**src/ert_pkg.sv**
```systemverilog
// package for the exact-match route table: sizes, command and status codes,
// request, response and table entry types
// no dependencies
package ert_pkg;

   localparam int TABLE_DEPTH = 32;
   localparam int ADDR_W = (TABLE_DEPTH > 1) ? $clog2(TABLE_DEPTH) : 1;
   localparam int CNT_W = $clog2(TABLE_DEPTH + 1);
   localparam int EC_W = 6;

   localparam logic [1:0] CMD_CREATE = 2'd0;
   localparam logic [1:0] CMD_DELETE = 2'd1;
   localparam logic [1:0] CMD_UPDATE = 2'd2;

   localparam logic [1:0] ST_DONE = 2'd0;
   localparam logic [1:0] ST_NOMATCH = 2'd1;
   localparam logic [1:0] ST_FULL = 2'd2;

   typedef struct packed {
      logic [1:0]  cmd;
      logic [31:0] dest_addr;
      logic [5:0]  prefix_len;
      logic [31:0] gateway_addr;
      logic [7:0]  out_iface;
   } req_type;

   typedef struct packed {
      logic [1:0]      status;
      logic [EC_W-1:0] entry_count;
   } rsp_type;

   typedef struct packed {
      logic [31:0] dest_addr;
      logic [5:0]  prefix_len;
      logic [31:0] gateway_addr;
      logic [7:0]  out_iface;
   } entry_type;

   localparam int ENTRY_W = $bits(entry_type);

endpackage

```
**src/exact_match_route_table.sv**
```systemverilog
// exact-match route table: sequencer over one entry ram, newest entry at the top address
// create: response in the next cycle; delete/update: search walks one entry a
// cycle from the newest, delete then shifts one entry a cycle
// through the ram write port; one request at a time, busy while working
// synchronous active-high reset empties the table; the receiver cannot stall responses
// depends on ert_pkg and ert_ram
module exact_match_route_table
   import ert_pkg::*;
(
   input  logic    clock,
   input  logic    reset,
   input  logic    start,
   output logic    busy,
   input  req_type req_data,
   output logic    rsp_valid,
   output rsp_type rsp_data
);

   localparam logic [1:0] S_IDLE = 2'd0;
   localparam logic [1:0] S_SEARCH = 2'd1;
   localparam logic [1:0] S_SHIFT = 2'd2;

   logic [1:0]        state_ff, state_in;
   req_type           req_ff, req_in;
   logic [CNT_W-1:0]  count_ff, count_in;
   logic [ADDR_W-1:0] cmp_addr_ff, cmp_addr_in;
   logic [ADDR_W-1:0] rd_addr_ff, rd_addr_in;
   logic              rsp_valid_ff, rsp_valid_in;
   rsp_type           rsp_ff, rsp_in;

   logic              ram_we;
   logic [ADDR_W-1:0] ram_waddr;
   logic [ADDR_W-1:0] ram_raddr;
   entry_type         ram_wdata;
   entry_type         ram_rdata;
   logic [ENTRY_W-1:0] ram_rdata_raw;

   logic [CNT_W-1:0]  count_m1;
   logic [CNT_W-1:0]  cmp_ext;
   logic              hit;

   function automatic logic [EC_W-1:0] to_ec(input logic [CNT_W-1:0] c);
      logic [CNT_W+EC_W-1:0] e;
      e = {{EC_W{1'b0}}, c};
      return e[EC_W-1:0];
   endfunction

   ert_ram #(
      .WIDTH(ENTRY_W),
      .DEPTH(TABLE_DEPTH)
   ) u_ram (
      .clock   (clock),
      .wr_en   (ram_we),
      .wr_addr (ram_waddr),
      .wr_data (ram_wdata),
      .rd_addr (ram_raddr),
      .rd_data (ram_rdata_raw)
   );

   assign ram_rdata = ram_rdata_raw;
   assign count_m1 = count_ff - CNT_W'(1);
   assign cmp_ext = CNT_W'(cmp_addr_ff);
   assign hit = (ram_rdata.dest_addr == req_ff.dest_addr) &&
                (ram_rdata.prefix_len == req_ff.prefix_len) &&
                (ram_rdata.gateway_addr == req_ff.gateway_addr);

   always_comb begin
      state_in = state_ff;
      req_in = req_ff;
      count_in = count_ff;
      cmp_addr_in = cmp_addr_ff;
      rd_addr_in = rd_addr_ff;
      rsp_valid_in = 1'b0;
      rsp_in = rsp_ff;
      ram_we = 1'b0;
      ram_waddr = cmp_addr_ff;
      ram_wdata = ram_rdata;
      ram_raddr = rd_addr_ff;
      case (state_ff)
         S_IDLE: begin
            if (start) begin
               req_in = req_data;
               case (req_data.cmd)
                  CMD_CREATE: begin
                     if (count_ff >= CNT_W'(TABLE_DEPTH)) begin
                        rsp_valid_in = 1'b1;
                        rsp_in.status = ST_FULL;
                        rsp_in.entry_count = to_ec(count_ff);
                     end else begin
                        ram_we = 1'b1;
                        ram_waddr = count_ff[ADDR_W-1:0];
                        ram_wdata.dest_addr = req_data.dest_addr;
                        ram_wdata.prefix_len = req_data.prefix_len;
                        ram_wdata.gateway_addr = req_data.gateway_addr;
                        ram_wdata.out_iface = req_data.out_iface;
                        count_in = count_ff + CNT_W'(1);
                        rsp_valid_in = 1'b1;
                        rsp_in.status = ST_DONE;
                        rsp_in.entry_count = to_ec(count_ff + CNT_W'(1));
                     end
                  end
                  CMD_DELETE, CMD_UPDATE: begin
                     if (count_ff == '0) begin
                        rsp_valid_in = 1'b1;
                        rsp_in.status = ST_NOMATCH;
                        rsp_in.entry_count = to_ec(count_ff);
                     end else begin
                        ram_raddr = count_m1[ADDR_W-1:0];
                        cmp_addr_in = count_m1[ADDR_W-1:0];
                        rd_addr_in = count_m1[ADDR_W-1:0] - ADDR_W'(1);
                        state_in = S_SEARCH;
                     end
                  end
                  default: begin
                     rsp_valid_in = 1'b1;
                     rsp_in.status = ST_NOMATCH;
                     rsp_in.entry_count = to_ec(count_ff);
                  end
               endcase
            end
         end
         S_SEARCH: begin
            if (hit) begin
               if (req_ff.cmd == CMD_UPDATE) begin
                  ram_we = 1'b1;
                  ram_wdata.out_iface = req_ff.out_iface;
                  rsp_valid_in = 1'b1;
                  rsp_in.status = ST_DONE;
                  rsp_in.entry_count = to_ec(count_ff);
                  state_in = S_IDLE;
               end else if (cmp_ext == count_m1) begin
                  count_in = count_m1;
                  rsp_valid_in = 1'b1;
                  rsp_in.status = ST_DONE;
                  rsp_in.entry_count = to_ec(count_m1);
                  state_in = S_IDLE;
               end else begin
                  ram_raddr = cmp_addr_ff + ADDR_W'(1);
                  state_in = S_SHIFT;
               end
            end else if (cmp_addr_ff == '0) begin
               rsp_valid_in = 1'b1;
               rsp_in.status = ST_NOMATCH;
               rsp_in.entry_count = to_ec(count_ff);
               state_in = S_IDLE;
            end else begin
               ram_raddr = rd_addr_ff;
               cmp_addr_in = rd_addr_ff;
               rd_addr_in = rd_addr_ff - ADDR_W'(1);
            end
         end
         S_SHIFT: begin
            // move the entry above down into the gap
            ram_we = 1'b1;
            if (cmp_ext + CNT_W'(1) == count_m1) begin
               count_in = count_m1;
               rsp_valid_in = 1'b1;
               rsp_in.status = ST_DONE;
               rsp_in.entry_count = to_ec(count_m1);
               state_in = S_IDLE;
            end else begin
               ram_raddr = cmp_addr_ff + ADDR_W'(2);
               cmp_addr_in = cmp_addr_ff + ADDR_W'(1);
            end
         end
         default: begin
            state_in = S_IDLE;
         end
      endcase
   end

   always_ff @(posedge clock) begin
      if (reset) begin
         state_ff <= S_IDLE;
         count_ff <= '0;
         rsp_valid_ff <= 1'b0;
      end else begin
         state_ff <= state_in;
         count_ff <= count_in;
         rsp_valid_ff <= rsp_valid_in;
      end
      req_ff <= req_in;
      cmp_addr_ff <= cmp_addr_in;
      rd_addr_ff <= rd_addr_in;
      rsp_ff <= rsp_in;
   end

   assign busy = (state_ff != S_IDLE);
   assign rsp_valid = rsp_valid_ff;
   assign rsp_data = rsp_ff;

endmodule

```
**src/ert_ram.sv**
```systemverilog
// generic simple dual-port ram, one write port and one registered read port
// no dependencies
module ert_ram #(
   parameter int WIDTH = 8,
   parameter int DEPTH = 32
) (
   input  logic                                   clock,
   input  logic                                   wr_en,
   input  logic [((DEPTH > 1) ? $clog2(DEPTH) : 1)-1:0] wr_addr,
   input  logic [WIDTH-1:0]                       wr_data,
   input  logic [((DEPTH > 1) ? $clog2(DEPTH) : 1)-1:0] rd_addr,
   output logic [WIDTH-1:0]                       rd_data
);

   logic [WIDTH-1:0] mem_ff [DEPTH];
   logic [WIDTH-1:0] rd_data_ff;

   always_ff @(posedge clock) begin
      if (wr_en) begin
         mem_ff[wr_addr] <= wr_data;
      end
      rd_data_ff <= mem_ff[rd_addr];
   end

   assign rd_data = rd_data_ff;

endmodule

```
**config.mk**
```make
export PLATFORM = sky130hd
export DESIGN_NAME = exact_match_route_table
export DESIGN_NICKNAME = d
export VERILOG_FILES = /design/src/ert_pkg.sv /design/src/exact_match_route_table.sv /design/src/ert_ram.sv
export SDC_FILE = /design/constraint.sdc
export NUM_CORES = 2
export LEC_CHECK = 0
export BUFFER_PORTS_ARGS = -buffer_cell sky130_fd_sc_hd__buf_2
export CAP_MARGIN = 25
export CORE_ASPECT_RATIO = 1.75
export CORE_MARGIN = 2
export CORE_UTILIZATION = 42
export DETAILED_ROUTE_END_ITERATION = 6
export GPL_TIMING_DRIVEN = 0
export PLACE_DENSITY = 0.54
export SYNTH_ARGS = -nofsm -noshare
export SYNTH_HDL_FRONTEND = slang
export SYNTH_HIERARCHICAL = 1
export SYNTH_SLANG_ARGS = --single-unit
```
**constraint.sdc**
```tcl
create_clock -name clock -period 30.6 [get_ports clock]
set_input_delay 7.65 -clock clock [delete_from_list [all_inputs] [get_ports clock]]
set_output_delay 7.65 -clock clock [all_outputs]
set_load 0.02 [all_outputs]
```
==> out/metrics.yaml <==
timing:
  final_max_slew_viol_count: 0
  fin_setup_tns_ps: 0
  timing.fmax_mhz: 80.5
  period_needed_ps: 12420
  relSlewSlack: 0.210
  setup_violations: 0
  worst_clock_skew_ps: 52.5
  hold_viol: 0
  layout_worst_path_cycle_share: 0.406
  rsz0062_at_grt: "false"
  tightest_slew_ps: 1180
die:
  initial_core_util: 0.423
  pin_count: 93
  die_h_um: 627
  coreArea_mm2: 0.221
  core.rowCount: 228
  die_w_um: 360
  dieArea_mm2: 0.226
pwr:
  comb_power_share: 0.230
  p_switching_mw: 2.67
  p_seq_frac: 0.473
  power_density_mw_per_mm2: 82.0
  ir_drop_uv: 43.6
  p_clk_frac: 0.297
  p_sw_frac: 0.302
  p_int_mw: 6.17
  leakage_nw: 35.9
  p_total_mw: 8.84
route:
  dr.pass1.iters: 7
  wl_per_cell_um: 36.2
  drt_iter0_drc: 4862
  vias: 49900
  route.detailed.drc: 0
  routed_wl_um: 303000
  viasPerCell: 5.95
  drtAntennaViolNets: 0
final_layout:
  multi_input_area_mm2: 0.0203
  area_delta_synth_final_pct: 15.7
  final_layout_size_suffix_gt1_frac: 0.191
  fill_cells: 18200
  seqCellArea_mm2: 0.0715
  final_nets: 5432
grt:
  grt_util_all_layers: 0.266
  grt_max_degree: 33
  grt.busiest_layer: "met2"
  grt_pass1_wl_um: 410000
  grt_use_met2: 0.493
  grt_overflow: 0
  first_global_vias: 50700
  antenna_found_initial: 9
  gr-usage-met3: 0.0356
  grt_use_met1: 0.289
worst_setup_path:
  worstPathArrival_ps: 13070
  path_delay_family: "buffers and inverters"
  cp_max_fo: 10
  cp.required_ps: 31250
  startpoint_type: "input port"
  crit_chain: "buf_2 -> inv_1 -> ha_1 -> inv_1 -> a211o_1 -> clkbuf_1 -> nor2_1 -> a21oi_1 -> nor3_1 -> a221oi_1 -> o211ai_1 -> buf_6 -> buf_6 -> buf_6 -> nor2_2 -> clkbuf_1 -> a22oi_1 -> a31oi_1 -> nand3_1"
  path_buf_inv: 8
  slowest_delay_ps: 860
  crit_top_cell: "buf_6"
  cp-end-kind: "flop"
  cp_slowest_cell: "clkbuf_1"
  worstSetupPathType: "input port to flop"
status:
  outcome: "finished clean"
synthesis:
  syn_area_per_cell_um2: 19.2
  mappedNetlistNets: 4955
  synthCells: 4860
  syn_area_mm2: 0.0932
  ys_warn_count: 6
place:
  dp_hpwl_um: 217000
  portBuffers: 84
  routabilityCongestion: 0.865
clock_network:
  numCtsBuffers: 215
  cts_resized: 0
  path_clk_slew_ps: 80
  clock_sinks: 2409
  clk_path_buf_depth: 4
  clk_latency_ps: 880
  cts_tree: "done"
  cts_setup_buffers: 0
  postCtsHoldBufs: 0
  cts_root_buffer: "clkbuf_16"
  h-tree-depth: 4
flow_run:
  cap_violations: 0
worst_hold_path:
  hold_path.class: "flop to flop"
path summary, 6_finish.rpt:
| check | start | to | slack, ps | cells after the start |
|---|---|---|---|---|
| setup / recovery | req_data[78] | u_ram/rd_data[24] | 18180 | 19 |
| hold / removal | state_ff[1] | state_ff[1] | 530 | 2 |
| setup reg to reg | count_ff[0] | u_ram/rd_data[24] | 22530 | 19 |
| hold reg to reg | state_ff[1] | state_ff[1] | 530 | 2 |
routing by layer:
| layer | routed length, um | part of all wire |
|---|---|---|
| met1 | 104000 | 0.34 |
| met4 | 20800 | 0.068 |
| met2 | 162000 | 0.53 |
| met3 | 16500 | 0.054 |
| met5 | 64 | 0.00021 |
registers in the layout, indices dropped and copies added, names as in the netlist:
name	cells
cmp_addr_ff	5
count_ff	6
rd_addr_ff	5
req_ff	72
rsp_data	8
rsp_valid	1
state_ff	2
u_ram/mem_ff	2240
u_ram/rd_data	70
cell type report:
| type | count | share of cell area |
|---|---|---|
| multi-input combinational | 2119 | 0.188 |
| antenna | 6 | 0.000139 |
| inverter | 24 | 0.000836 |
| clock inverter | 97 | 0.00714 |
| clock buffer | 290 | 0.0542 |
| timing repair buffer | 260 | 0.0380 |
| buffer | 308 | 0.0141 |
| tap | 2875 | 0.0334 |
| sequential | 2409 | 0.664 |
worst min-delay path, cell delays in order (launching register included):
cell	delay [ps]
dfxtp_1	350
o31ai_1	80
a21oi_1	60
cell usage in the layout (no fill, tap or decap), types with 51 or more instances in the layout:
| master | n |
|---|---|
| nand3_1 | 135 |
| nand4_1 | 51 |
| xor2_1 | 68 |
| buf_2 | 198 |
| edfxtp_1 | 2330 |
| mux4_2 | 280 |
| dfxtp_1 | 79 |
| a22oi_1 | 379 |
| clkbuf_1 | 198 |
| clkbuf_16 | 217 |
| buf_12 | 111 |
| mux2i_1 | 564 |
| nand2_1 | 245 |
power by group through the flow:
stage | Combinational, mW | Sequential [mW] | Clock [mW]
6_report | 2.04 | 4.18 | 2.63
3_3_place_gp | 1.88 | 4.27 | 0
2_1_floorplan | 1.07 | 4.23 | 0
5_1_grt | 2.12 | 4.18 | 2.78
3_5_place_dp | 1.97 | 4.26 | 0
4_1_cts | 1.97 | 4.19 | 2.67
stage by stage:
step / util / hold slack [ps] / instance area, um^2 / worst slack, ps / std cells
final: 0.489 / 534 / 108000 / 18180 / 8388
after global routing: 0.489 / 574 / 108000 / 18160 / 8383
after CTS: 0.486 / 539 / 107000 / 18270 / 8362
after detailed placement: 0.456 / 528 / 101000 / 17350 / 7975
after global placement: 0.441 / 512 / 97200 / 2120 / 7819
after floorplan: - / 477 / 93200 / 14400 / 4860
Note: power is estimated with default switching activity, not from simulation.
